$ cat config.mk
export PLATFORM = sky130hd
export DESIGN_NAME = sgr_attribute_decoder
export DESIGN_NICKNAME = d
export VERILOG_FILES = /design/src/hdl/sgr_pkg.sv /design/src/hdl/sgr_step.sv /design/src/hdl/sgr_attribute_decoder.sv
export SDC_FILE = /design/constraint.sdc
export NUM_CORES = 1
export LEC_CHECK = 0
export BUFFER_PORTS_ARGS = -buffer_cell sky130_fd_sc_hd__clkbuf_2
export CORE_MARGIN = 2
export CORE_UTILIZATION = 40
export CTS_BUF_LIST = sky130_fd_sc_hd__clkbuf_8
export DETAILED_ROUTE_END_ITERATION = 10
export SLEW_MARGIN = 5
export SYNTH_ARGS = -nofsm -noshare
export SYNTH_HDL_FRONTEND = slang
export SYNTH_HIERARCHICAL = 1
export SYNTH_SLANG_ARGS = --single-unit
$ cat constraint.sdc
create_clock -name clk_i -period 8.2 [get_ports clk_i]
set_input_delay 1.64 -clock clk_i [delete_from_list [all_inputs] [get_ports clk_i]]
set_output_delay 1.64 -clock clk_i [all_outputs]
set_load 0.05 [all_outputs]
$ cat src/hdl/sgr_pkg.sv
// shared types, constants and colour palette functions for the sgr attribute decoder
package sgr_pkg;

  localparam int unsigned ParamW = 16;
  localparam int unsigned QDepth = 5;
  localparam int unsigned CntW   = 3;
  localparam int unsigned RgbW   = 24;
  localparam int unsigned StyleW = 9;

  typedef enum logic [1:0] {
    ST_IDLE,
    ST_RUN,
    ST_OUT
  } state_e;

  typedef enum logic [CntW-1:0] {
    CONSUME_ONE   = 3'd1,
    CONSUME_THREE = 3'd3,
    CONSUME_FIVE  = 3'd5
  } consume_e;

  typedef struct packed {
    logic [StyleW-1:0] style;
    logic [1:0]        underline;
    logic [1:0]        blink;
    logic              fg_dflt;
    logic [RgbW-1:0]   fg;
    logic              bg_dflt;
    logic [RgbW-1:0]   bg;
  } attr_t;

  typedef struct packed {
    logic     stop;
    consume_e consume;
  } step_t;

  localparam attr_t AttrReset = '{
    style:     '0,
    underline: 2'd0,
    blink:     2'd0,
    fg_dflt:   1'b1,
    fg:        '0,
    bg_dflt:   1'b1,
    bg:        '0
  };

  localparam logic [RgbW-1:0] BasePalette [16] = '{
    24'h000000, 24'hCD0000, 24'h00CD00, 24'hCDCD00,
    24'h0000EE, 24'hCD00CD, 24'h00CDCD, 24'hE5E5E5,
    24'h7F7F7F, 24'hFF0000, 24'h00FF00, 24'hFFFF00,
    24'h5C5CFF, 24'hFF00FF, 24'h00FFFF, 24'hFFFFFF
  };

  function automatic logic [7:0] cube_level(logic [2:0] v);
    cube_level = (v == 3'd0) ? 8'd0 : 8'(8'd55 + 8'(v) * 8'd40);
  endfunction

  // xterm 256 palette: base colours, 6x6x6 cube, grey ramp
  function automatic logic [RgbW-1:0] palette_rgb(logic [7:0] idx);
    logic [7:0] n;
    logic [7:0] rem;
    logic [7:0] grey;
    logic [2:0] r6;
    logic [2:0] g6;
    logic [2:0] b6;
    n    = 8'(idx - 8'd16);
    r6   = '0;
    g6   = '0;
    for (int k = 1; k < 6; k++) begin
      if (n >= 8'(36 * k)) r6 = 3'(k);
    end
    rem  = 8'(n - 8'(r6) * 8'd36);
    for (int k = 1; k < 6; k++) begin
      if (rem >= 8'(6 * k)) g6 = 3'(k);
    end
    b6   = 3'(rem - 8'(g6) * 8'd6);
    grey = 8'(8'd8 + 8'(idx - 8'd232) * 8'd10);
    if (idx < 8'd16) begin
      palette_rgb = BasePalette[idx[3:0]];
    end else if (idx < 8'd232) begin
      palette_rgb = {cube_level(r6), cube_level(g6), cube_level(b6)};
    end else begin
      palette_rgb = {grey, grey, grey};
    end
  endfunction

endpackage

$ cat src/hdl/sgr_step.sv
// one decode step: applies the code at the head of the parameter queue
module sgr_step import sgr_pkg::*; (
  input  attr_t             attr_i,
  input  logic [ParamW-1:0] head_i [QDepth],
  input  logic [CntW-1:0]   count_i,
  input  logic              last_i,
  output attr_t             attr_o,
  output step_t             step_o
);

  localparam logic [ParamW-1:0] SgrReset      = 16'd0;
  localparam logic [ParamW-1:0] SgrBold       = 16'd1;
  localparam logic [ParamW-1:0] SgrFaint      = 16'd2;
  localparam logic [ParamW-1:0] SgrItalic     = 16'd3;
  localparam logic [ParamW-1:0] SgrUnderline  = 16'd4;
  localparam logic [ParamW-1:0] SgrSlowBlink  = 16'd5;
  localparam logic [ParamW-1:0] SgrFastBlink  = 16'd6;
  localparam logic [ParamW-1:0] SgrInverse    = 16'd7;
  localparam logic [ParamW-1:0] SgrConceal    = 16'd8;
  localparam logic [ParamW-1:0] SgrStrike     = 16'd9;
  localparam logic [ParamW-1:0] SgrDoubleUl   = 16'd21;
  localparam logic [ParamW-1:0] SgrNoUl       = 16'd24;
  localparam logic [ParamW-1:0] SgrNoBlink    = 16'd25;
  localparam logic [ParamW-1:0] SgrNoInverse  = 16'd27;
  localparam logic [ParamW-1:0] SgrNoConceal  = 16'd28;
  localparam logic [ParamW-1:0] SgrNoStrike   = 16'd29;
  localparam logic [ParamW-1:0] SgrFgExt      = 16'd38;
  localparam logic [ParamW-1:0] SgrFgDefault  = 16'd39;
  localparam logic [ParamW-1:0] SgrBgExt      = 16'd48;
  localparam logic [ParamW-1:0] SgrBgDefault  = 16'd49;
  localparam logic [ParamW-1:0] SgrFramed     = 16'd51;
  localparam logic [ParamW-1:0] SgrEncircled  = 16'd52;
  localparam logic [ParamW-1:0] SgrOverline   = 16'd53;
  localparam logic [ParamW-1:0] SgrNoFrame    = 16'd54;
  localparam logic [ParamW-1:0] SgrNoOverline = 16'd55;
  localparam logic [ParamW-1:0] SgrFgBase     = 16'd30;
  localparam logic [ParamW-1:0] SgrBgBase     = 16'd40;
  localparam logic [ParamW-1:0] SgrFgBright   = 16'd90;
  localparam logic [ParamW-1:0] SgrBgBright   = 16'd100;
  localparam logic [ParamW-1:0] ModeRgb       = 16'd2;
  localparam logic [ParamW-1:0] ModePalette   = 16'd5;

  logic [ParamW-1:0] code;
  logic              is_fg;
  logic [RgbW-1:0]   ext_rgb;
  logic              ext_set;

  assign code  = head_i[0];
  assign is_fg = (code == SgrFgExt);

  always_comb begin
    attr_o         = attr_i;
    step_o.stop    = 1'b0;
    step_o.consume = CONSUME_ONE;
    ext_set        = 1'b0;
    ext_rgb        = palette_rgb(head_i[2][7:0]);
    if (code != SgrFgExt && code != SgrBgExt) begin
      case (code)
        SgrReset:      attr_o = AttrReset;
        SgrBold:       attr_o.style[0] = 1'b1;
        SgrFaint:      attr_o.style[1] = 1'b1;
        SgrItalic:     attr_o.style[2] = 1'b1;
        SgrUnderline:  attr_o.underline = 2'd1;
        SgrDoubleUl:   attr_o.underline = 2'd2;
        SgrNoUl:       attr_o.underline = 2'd0;
        SgrSlowBlink:  attr_o.blink = 2'd1;
        SgrFastBlink:  attr_o.blink = 2'd2;
        SgrNoBlink:    attr_o.blink = 2'd0;
        SgrInverse:    attr_o.style[3] = 1'b1;
        SgrNoInverse:  attr_o.style[3] = 1'b0;
        SgrStrike:     attr_o.style[4] = 1'b1;
        SgrNoStrike:   attr_o.style[4] = 1'b0;
        SgrConceal:    attr_o.style[5] = 1'b1;
        SgrNoConceal:  attr_o.style[5] = 1'b0;
        SgrFgDefault: begin
          attr_o.fg_dflt = 1'b1;
          attr_o.fg      = '0;
        end
        SgrBgDefault: begin
          attr_o.bg_dflt = 1'b1;
          attr_o.bg      = '0;
        end
        SgrFramed:     attr_o.style[6] = 1'b1;
        SgrEncircled:  attr_o.style[7] = 1'b1;
        SgrOverline:   attr_o.style[8] = 1'b1;
        SgrNoFrame:    attr_o.style[7:6] = 2'b00;
        SgrNoOverline: attr_o.style[8] = 1'b0;
        default: begin
          if (code >= SgrFgBase && code <= SgrFgBase + 16'd7) begin
            attr_o.fg_dflt = 1'b0;
            attr_o.fg      = BasePalette[4'(code - SgrFgBase)];
          end else if (code >= SgrBgBase && code <= SgrBgBase + 16'd7) begin
            attr_o.bg_dflt = 1'b0;
            attr_o.bg      = BasePalette[4'(code - SgrBgBase)];
          end else if (code >= SgrFgBright && code <= SgrFgBright + 16'd7) begin
            attr_o.fg_dflt = 1'b0;
            attr_o.fg      = BasePalette[4'(code - SgrFgBright + 16'd8)];
          end else if (code >= SgrBgBright && code <= SgrBgBright + 16'd7) begin
            attr_o.bg_dflt = 1'b0;
            attr_o.bg      = BasePalette[4'(code - SgrBgBright + 16'd8)];
          end
        end
      endcase
    end else if (count_i < 3'd2) begin
      step_o.stop = !last_i;
    end else if (head_i[1] == ModePalette) begin
      if (count_i >= 3'd3) begin
        ext_set        = 1'b1;
        step_o.consume = CONSUME_THREE;
      end else begin
        step_o.stop = !last_i;
      end
    end else if (head_i[1] == ModeRgb) begin
      if (count_i >= 3'd5) begin
        ext_set        = 1'b1;
        ext_rgb        = {head_i[2][7:0], head_i[3][7:0], head_i[4][7:0]};
        step_o.consume = CONSUME_FIVE;
      end else begin
        step_o.stop = !last_i;
      end
    end
    // a bad mode or a cut-short sequence falls through: drop the 38 or 48 only
    if (ext_set) begin
      if (is_fg) begin
        attr_o.fg_dflt = 1'b0;
        attr_o.fg      = ext_rgb;
      end else begin
        attr_o.bg_dflt = 1'b0;
        attr_o.bg      = ext_rgb;
      end
    end
  end

endmodule

$ cat src/hdl/sgr_attribute_decoder.sv
// sgr attribute decoder: takes sgr parameters one per item, emits the attribute register
// an item is taken in ST_IDLE, then 1 to 4 decode steps run in the shared step unit,
// one per queued code; for the last item the result follows in the cycle after the last step
// a new item is taken only in ST_IDLE, once the steps of the previous one are done; replay of
// held extended-colour parameters adds up to 3 steps
// reset: attributes return to their defaults and nothing is held; no clearing pass
module sgr_attribute_decoder import sgr_pkg::*; (
  input  logic                clk_i,
  input  logic                rst_ni,
  input  logic                in_valid_i,
  output logic                in_ready_o,
  input  logic [ParamW-1:0]   param_value_i,
  input  logic                last_param_i,
  output logic                out_valid_o,
  input  logic                out_ready_i,
  output logic [StyleW-1:0]   style_flags_o,
  output logic [1:0]          underline_style_o,
  output logic [1:0]          blink_mode_o,
  output logic                fg_is_default_o,
  output logic [RgbW-1:0]     fg_rgb_o,
  output logic                bg_is_default_o,
  output logic [RgbW-1:0]     bg_rgb_o
);

  state_e            state_q, state_d;
  attr_t             attr_q, attr_d;
  logic [CntW-1:0]   cnt_q, cnt_d;
  logic              last_q, last_d;
  logic [ParamW-1:0] queue_q [QDepth];
  logic [ParamW-1:0] queue_d [QDepth];
  attr_t             step_attr;
  step_t             step;
  logic              in_fire;
  logic [CntW-1:0]   cnt_left;

  assign in_fire  = in_valid_i && in_ready_o;
  assign cnt_left = cnt_q - step.consume;

  sgr_step u_step (
    .attr_i  (attr_q),
    .head_i  (queue_q),
    .count_i (cnt_q),
    .last_i  (last_q),
    .attr_o  (step_attr),
    .step_o  (step)
  );

  // next state
  always_comb begin
    state_d = state_q;
    case (state_q)
      ST_IDLE: if (in_fire) state_d = ST_RUN;
      ST_RUN: begin
        if (step.stop || cnt_left == '0) state_d = last_q ? ST_OUT : ST_IDLE;
      end
      ST_OUT:  if (out_ready_i) state_d = ST_IDLE;
      default: state_d = ST_IDLE;
    endcase
  end

  // datapath and outputs
  always_comb begin
    attr_d  = attr_q;
    cnt_d   = cnt_q;
    last_d  = last_q;
    queue_d = queue_q;
    case (state_q)
      ST_IDLE: begin
        if (in_fire) begin
          queue_d[cnt_q] = param_value_i;
          cnt_d          = cnt_q + 3'd1;
          last_d         = last_param_i;
        end
      end
      ST_RUN: begin
        if (step.stop) begin
          // leftover extended-colour parameters stay queued for the next item
          cnt_d = cnt_q;
        end else begin
          attr_d = step_attr;
          cnt_d  = cnt_left;
          for (int i = 0; i < QDepth; i++) begin
            case (step.consume)
              CONSUME_ONE:   if (i + 1 < QDepth) queue_d[i] = queue_q[i+1];
              CONSUME_THREE: if (i + 3 < QDepth) queue_d[i] = queue_q[i+3];
              CONSUME_FIVE:  queue_d[i] = queue_q[i];
              default:       queue_d[i] = queue_q[i];
            endcase
          end
        end
        if ((step.stop || cnt_left == '0) && last_q) cnt_d = '0;
      end
      ST_OUT:  ;
      default: ;
    endcase
  end

  assign in_ready_o        = (state_q == ST_IDLE);
  assign out_valid_o       = (state_q == ST_OUT);
  assign style_flags_o     = attr_q.style;
  assign underline_style_o = attr_q.underline;
  assign blink_mode_o      = attr_q.blink;
  assign fg_is_default_o   = attr_q.fg_dflt;
  assign fg_rgb_o          = attr_q.fg;
  assign bg_is_default_o   = attr_q.bg_dflt;
  assign bg_rgb_o          = attr_q.bg;

  always_ff @(posedge clk_i or negedge rst_ni) begin
    if (!rst_ni) begin
      state_q <= ST_IDLE;
      attr_q  <= AttrReset;
      cnt_q   <= '0;
      last_q  <= 1'b0;
    end else begin
      state_q <= state_d;
      attr_q  <= attr_d;
      cnt_q   <= cnt_d;
      last_q  <= last_d;
    end
  end

  always_ff @(posedge clk_i) begin
    queue_q <= queue_d;
  end

endmodule

==> impl_summary.log <==
[metrics] status: finished clean
[metrics] Routed Wire Length: between 30 and 40 mm
[metrics] Initial DRT Pass Iterations: 6
[metrics] Worst Hold Path Cells: 1
[metrics] mean number of vias per cell: slightly above 6
[metrics] overall global routing resource usage: 23.58%
[metrics] core region area: ~28000 um^2
[metrics] Hold Path Sink: style_flags_o[4]
[metrics] DIE HEIGHT: 172.8 um
[metrics] maximum buffer depth of the clock tree: 2
[metrics] worst hold path type: reg2reg
[metrics] Post-CTS Setup Repair Bufs: 0
[metrics] antenna violations before repair: 1
[metrics] post-synthesis instance area: 11400 um^2
[metrics] number of buffers added on ports: 85
[metrics] slew at the pin closest to its max-slew limit: about 1.2 ns
[metrics] initial cell density of the core: 40.80%
[metrics] DRC violation count after routing: 0
[metrics] clock-pin slew of the registers on the worst-case setup and hold paths: between 0.1 and 0.15 ns
[metrics] count of inserted antenna diode cells: 0
[metrics] slack of the worst reg-to-reg path: 1.60 ns
[metrics] via total after detailed routing: 10030
[metrics] Filler Cell Count: 2787
[metrics] clock tree sinks: about 150
[metrics] Startpoint Class: flip-flop
[metrics] beginning of the worst register-to-register path: queue_q[33]
[metrics] critical setup path kind: reg2reg
[metrics] sequential share of the synthesized area: between 30% and 40%
[metrics] Tcrit/Tclk final: about four fifths
[metrics] width of the chip: 172.8 um
[metrics] Worst EP required: between 8 and 9 ns
[metrics] detailed placer's ending HPWL: roughly 25 mm
[metrics] Worst Slack Setup Final: approximately 1.6 ns
[metrics] post-route ant nets: 0
[metrics] routed wirelength normalized by instance count: roughly 22 um
[metrics] RSZ-0062 raised after global routing: false
[metrics] number of warnings printed during yosys synthesis: 6
[metrics] met3 track demand over resource: approximately 4.8%
[metrics] vias in the first global route: roughly 9600
[metrics] global-route wire length before repair: about 56 mm
[metrics] number of hold-repair buffers added at the cts stage: 0
[metrics] buffer type at the clock tree root: sky130_fd_sc_hd__clkbuf_8
[metrics] average footprint of a synthesized cell: approximately 9.4 um^2
[metrics] number of buffers inserted during clock tree synthesis: 17
[metrics] worst setup timing slack at the placement stage: 1.659 ns
[metrics] most congested layer reported by global routing: met2
[metrics] stage delay of the slowest cell on the critical path: 0.67 ns
[metrics] Critical Path Fanout Max: 17
[metrics] flops & latches, synth: approximately 150
[metrics] number of library cell types mapped by synthesis: between 90 and 100
[metrics] hold path start: style_flags_o[4]
[metrics] count of routing violations after the opening detailed-route iteration: about 1100
[metrics] Worst Path Arrival: ~7.0 ns
[metrics] number of flops mapped to enable cells by yosys: 80
[metrics] time the final worst path needs with I/O delays and setup: 6.596 ns
[metrics] max capacitance violation total: 0
[metrics] met1 Use GR: around a third
[metrics] Synth-to-Final Area Change: 8.584%
[metrics] delay-heaviest family, CP: adder cells
[metrics] synthesized net count: 1280
[metrics] CP bufs+invs: 2
[metrics] endpoint of the worst-slack reg-to-reg timing path: fg_rgb_o[7]
[metrics] number of nets in the finished design: between 1000 and 1500
[metrics] GRT overflow: 0
[metrics] final hold viol count: 0
[metrics] Skew-Pair Late Insertion Delay: between 0.4 and 0.5 ns
[metrics] met2 track demand over resource in global routing: roughly 37%
[metrics] worst-case headroom to the max-slew limit: 21.50%
[metrics] ports placed on the boundary: between 80 and 90
[metrics] H-tree lvl count: 4
[metrics] Max Clock Skew: between 0.02 and 0.025 ns
[metrics] Total Die Area: around 30000 um^2
[metrics] number of cell rows: a little over 60
[metrics] element type at the critical path end: flip-flop
[metrics] commonest register cell after synthesis: sky130_fd_sc_hd__edfxtp_1
[metrics] number of cells on the worst reg-to-reg path: 26
[metrics] Most common cell on crit path: sky130_fd_sc_hd__ha_1
[metrics] final sum of negative setup slack: 0 ns
[metrics] Critical-path top delay cell: sky130_fd_sc_hd__edfxtp_1
[metrics] fraction of layout instances using a drive strength above 1: a little under a fifth
[metrics] Post-Synthesis Cells: roughly 1200
[metrics] TritonCTS clock tree: done
[metrics] maximum number of pins on one net before global-route repair: 70
[metrics] count of endpoints failing setup in the final report: 0
[metrics] Synth async-reset ratio: ~46%
[metrics] PostCTS Resize Cnt: 0
[metrics] Final Max Tran Viols: 0
[metrics] final weighted congestion of routability-driven global placement: 0.9154
[metrics] maximum clock frequency: about 150 MHz
[metrics] fraction of the core area covered by cells at the end of the flow: around 44%
-- metal layers --
metal / vias up / part of all wire (%)
met4: 0 / 2.2
met2: 423 / 47
met5: - / 0
met3: 68 / 7.5
met1: 4908 / 43
li1: 4628 / -
-- layout make-up --
cell class              count  area, um^2  share of cell area, %
clock buffers              17       234.0                  1.890
repair buffers            102       555.5                  4.488
clock inverters            15       162.7                  1.314
flip-flops and latches    149        4131                  33.38
inverters                  38       142.6                  1.152
multi-input cells         946        6678                  53.95
well taps                 378       473.0                  3.821
-- metrics by stage --
step | instance area, um^2 | hold WS [ns] | cells
6_report | 12380 | 0.5458 | 1645
5_1_grt | 12380 | 0.5715 | 1645
4_1_cts | 12380 | 0.5466 | 1645
3_5_place_dp | 11980 | 0.5190 | 1613
3_3_place_gp | 11980 | 0.5134 | 1613
2_1_floorplan | 11400 | 0.5212 | 1210
-- worst reg2reg max path, delay by kind of cell, from the launching register on --
kind | cells | cell delay (ns)
and+or+nand+nor | 4 | 0.67
xor gates and xnor gates | 4 | 0.89
DFF | 1 | 0.67
buffers and inverters | 2 | 0.44
adders and majority gates | 6 | 1.76
AOI/OAI and AO/OA | 8 | 1.53
muxes | 2 | 0.57
-- flip-flops by register name, summed over array words and instances, names as in the netlist --
register / cells
bg_is_default_o: 1
underline_style_o: 2
blink_mode_o: 2
state_q: 2
style_flags_o: 9
last_q: 1
fg_is_default_o: 1
cnt_q: 3
queue_q: 80
fg_rgb_o: 24
bg_rgb_o: 24
-- worst max-delay path by stage --
stage                start          end  slack (ns)  cells after the start
2_1_floorplan  queue_q[35]  fg_rgb_o[7]        2.53                     27
3_3_place_gp   queue_q[35]  fg_rgb_o[7]        1.88                     26
3_5_place_dp   queue_q[35]  fg_rgb_o[7]        1.66                     26
4_1_cts        queue_q[35]  fg_rgb_o[7]        1.65                     26
5_1_grt        queue_q[33]  fg_rgb_o[7]        1.02                     26
6_report       queue_q[33]  fg_rgb_o[7]        1.60                     26
-- cell usage in the layout (no fill, tap or decap), types with 6 or more instances in the layout --
| cell | n |
|---|---|
| sky130_fd_sc_hd__nor4_1 | 7 |
| sky130_fd_sc_hd__buf_4 | 18 |
| sky130_fd_sc_hd__xor2_1 | 6 |
| sky130_fd_sc_hd__o21ai_1 | 12 |
| sky130_fd_sc_hd__a22o_1 | 8 |
| sky130_fd_sc_hd__a2bb2oi_1 | 8 |
| sky130_fd_sc_hd__mux2_4 | 60 |
| sky130_fd_sc_hd__or3_1 | 7 |
| sky130_fd_sc_hd__o211ai_1 | 20 |
| sky130_fd_sc_hd__nand2b_1 | 11 |
| sky130_fd_sc_hd__mux2i_1 | 51 |
| sky130_fd_sc_hd__a211oi_1 | 12 |
| sky130_fd_sc_hd__nor3_1 | 18 |
| sky130_fd_sc_hd__nand3_1 | 19 |
| sky130_fd_sc_hd__a21oi_1 | 80 |
| sky130_fd_sc_hd__a21o_1 | 7 |
| sky130_fd_sc_hd__o21ai_0 | 96 |
| sky130_fd_sc_hd__o22ai_1 | 53 |
| sky130_fd_sc_hd__edfxtp_1 | 80 |
| sky130_fd_sc_hd__xnor2_1 | 15 |
| sky130_fd_sc_hd__inv_1 | 34 |
| sky130_fd_sc_hd__a22oi_1 | 32 |
| sky130_fd_sc_hd__nand3b_1 | 6 |
| sky130_fd_sc_hd__clkbuf_8 | 17 |
| sky130_fd_sc_hd__nand2_1 | 141 |
| sky130_fd_sc_hd__a31oi_1 | 12 |
| sky130_fd_sc_hd__o31ai_1 | 8 |
| sky130_fd_sc_hd__mux2_2 | 6 |
| sky130_fd_sc_hd__a221oi_1 | 6 |
| sky130_fd_sc_hd__clkbuf_2 | 84 |
| sky130_fd_sc_hd__fa_1 | 6 |
| sky130_fd_sc_hd__nor2_1 | 80 |
| sky130_fd_sc_hd__ha_1 | 43 |
| sky130_fd_sc_hd__o221ai_1 | 6 |
| sky130_fd_sc_hd__dfrtp_1 | 67 |
| sky130_fd_sc_hd__nor2b_1 | 7 |
| sky130_fd_sc_hd__and2_1 | 19 |
| sky130_fd_sc_hd__or2_2 | 6 |
-- logic make-up after synthesis --
| group | Yosys count | synth area share [%] |
|---|---|---|
| other | 1 | 0.03290 |
| adders and majority gates | 49 | 5.774 |
| AOI/OAI and AO/OA | 405 | 23.11 |
| DFF | 149 | 36.25 |
| xor gates and xnor gates | 21 | 1.614 |
| muxes | 117 | 12.97 |
| buffers and inverters | 115 | 5.291 |
| and+or+nand+nor | 353 | 14.96 |
-- cell usage after synthesis (20+ instances only) --
master	instances	area share, %
sky130_fd_sc_hd__nand2_1	141	4.6
sky130_fd_sc_hd__dfrtp_1	67	15
sky130_fd_sc_hd__clkbuf_1	41	1.4
sky130_fd_sc_hd__o211ai_1	20	1.3
sky130_fd_sc_hd__edfxtp_1	80	21
sky130_fd_sc_hd__inv_1	34	1.1
sky130_fd_sc_hd__a22oi_1	32	2.1
sky130_fd_sc_hd__o21ai_0	96	4.2
sky130_fd_sc_hd__mux2i_1	51	4.5
sky130_fd_sc_hd__o22ai_1	53	2.9
sky130_fd_sc_hd__ha_1	43	4.7
sky130_fd_sc_hd__nor2_1	83	2.7
sky130_fd_sc_hd__a21oi_1	80	3.5
sky130_fd_sc_hd__mux2_4	60	7.9
Power is not shown: default switching activity piles up to over one toggle a cycle in this logic, so the estimate is an artifact.
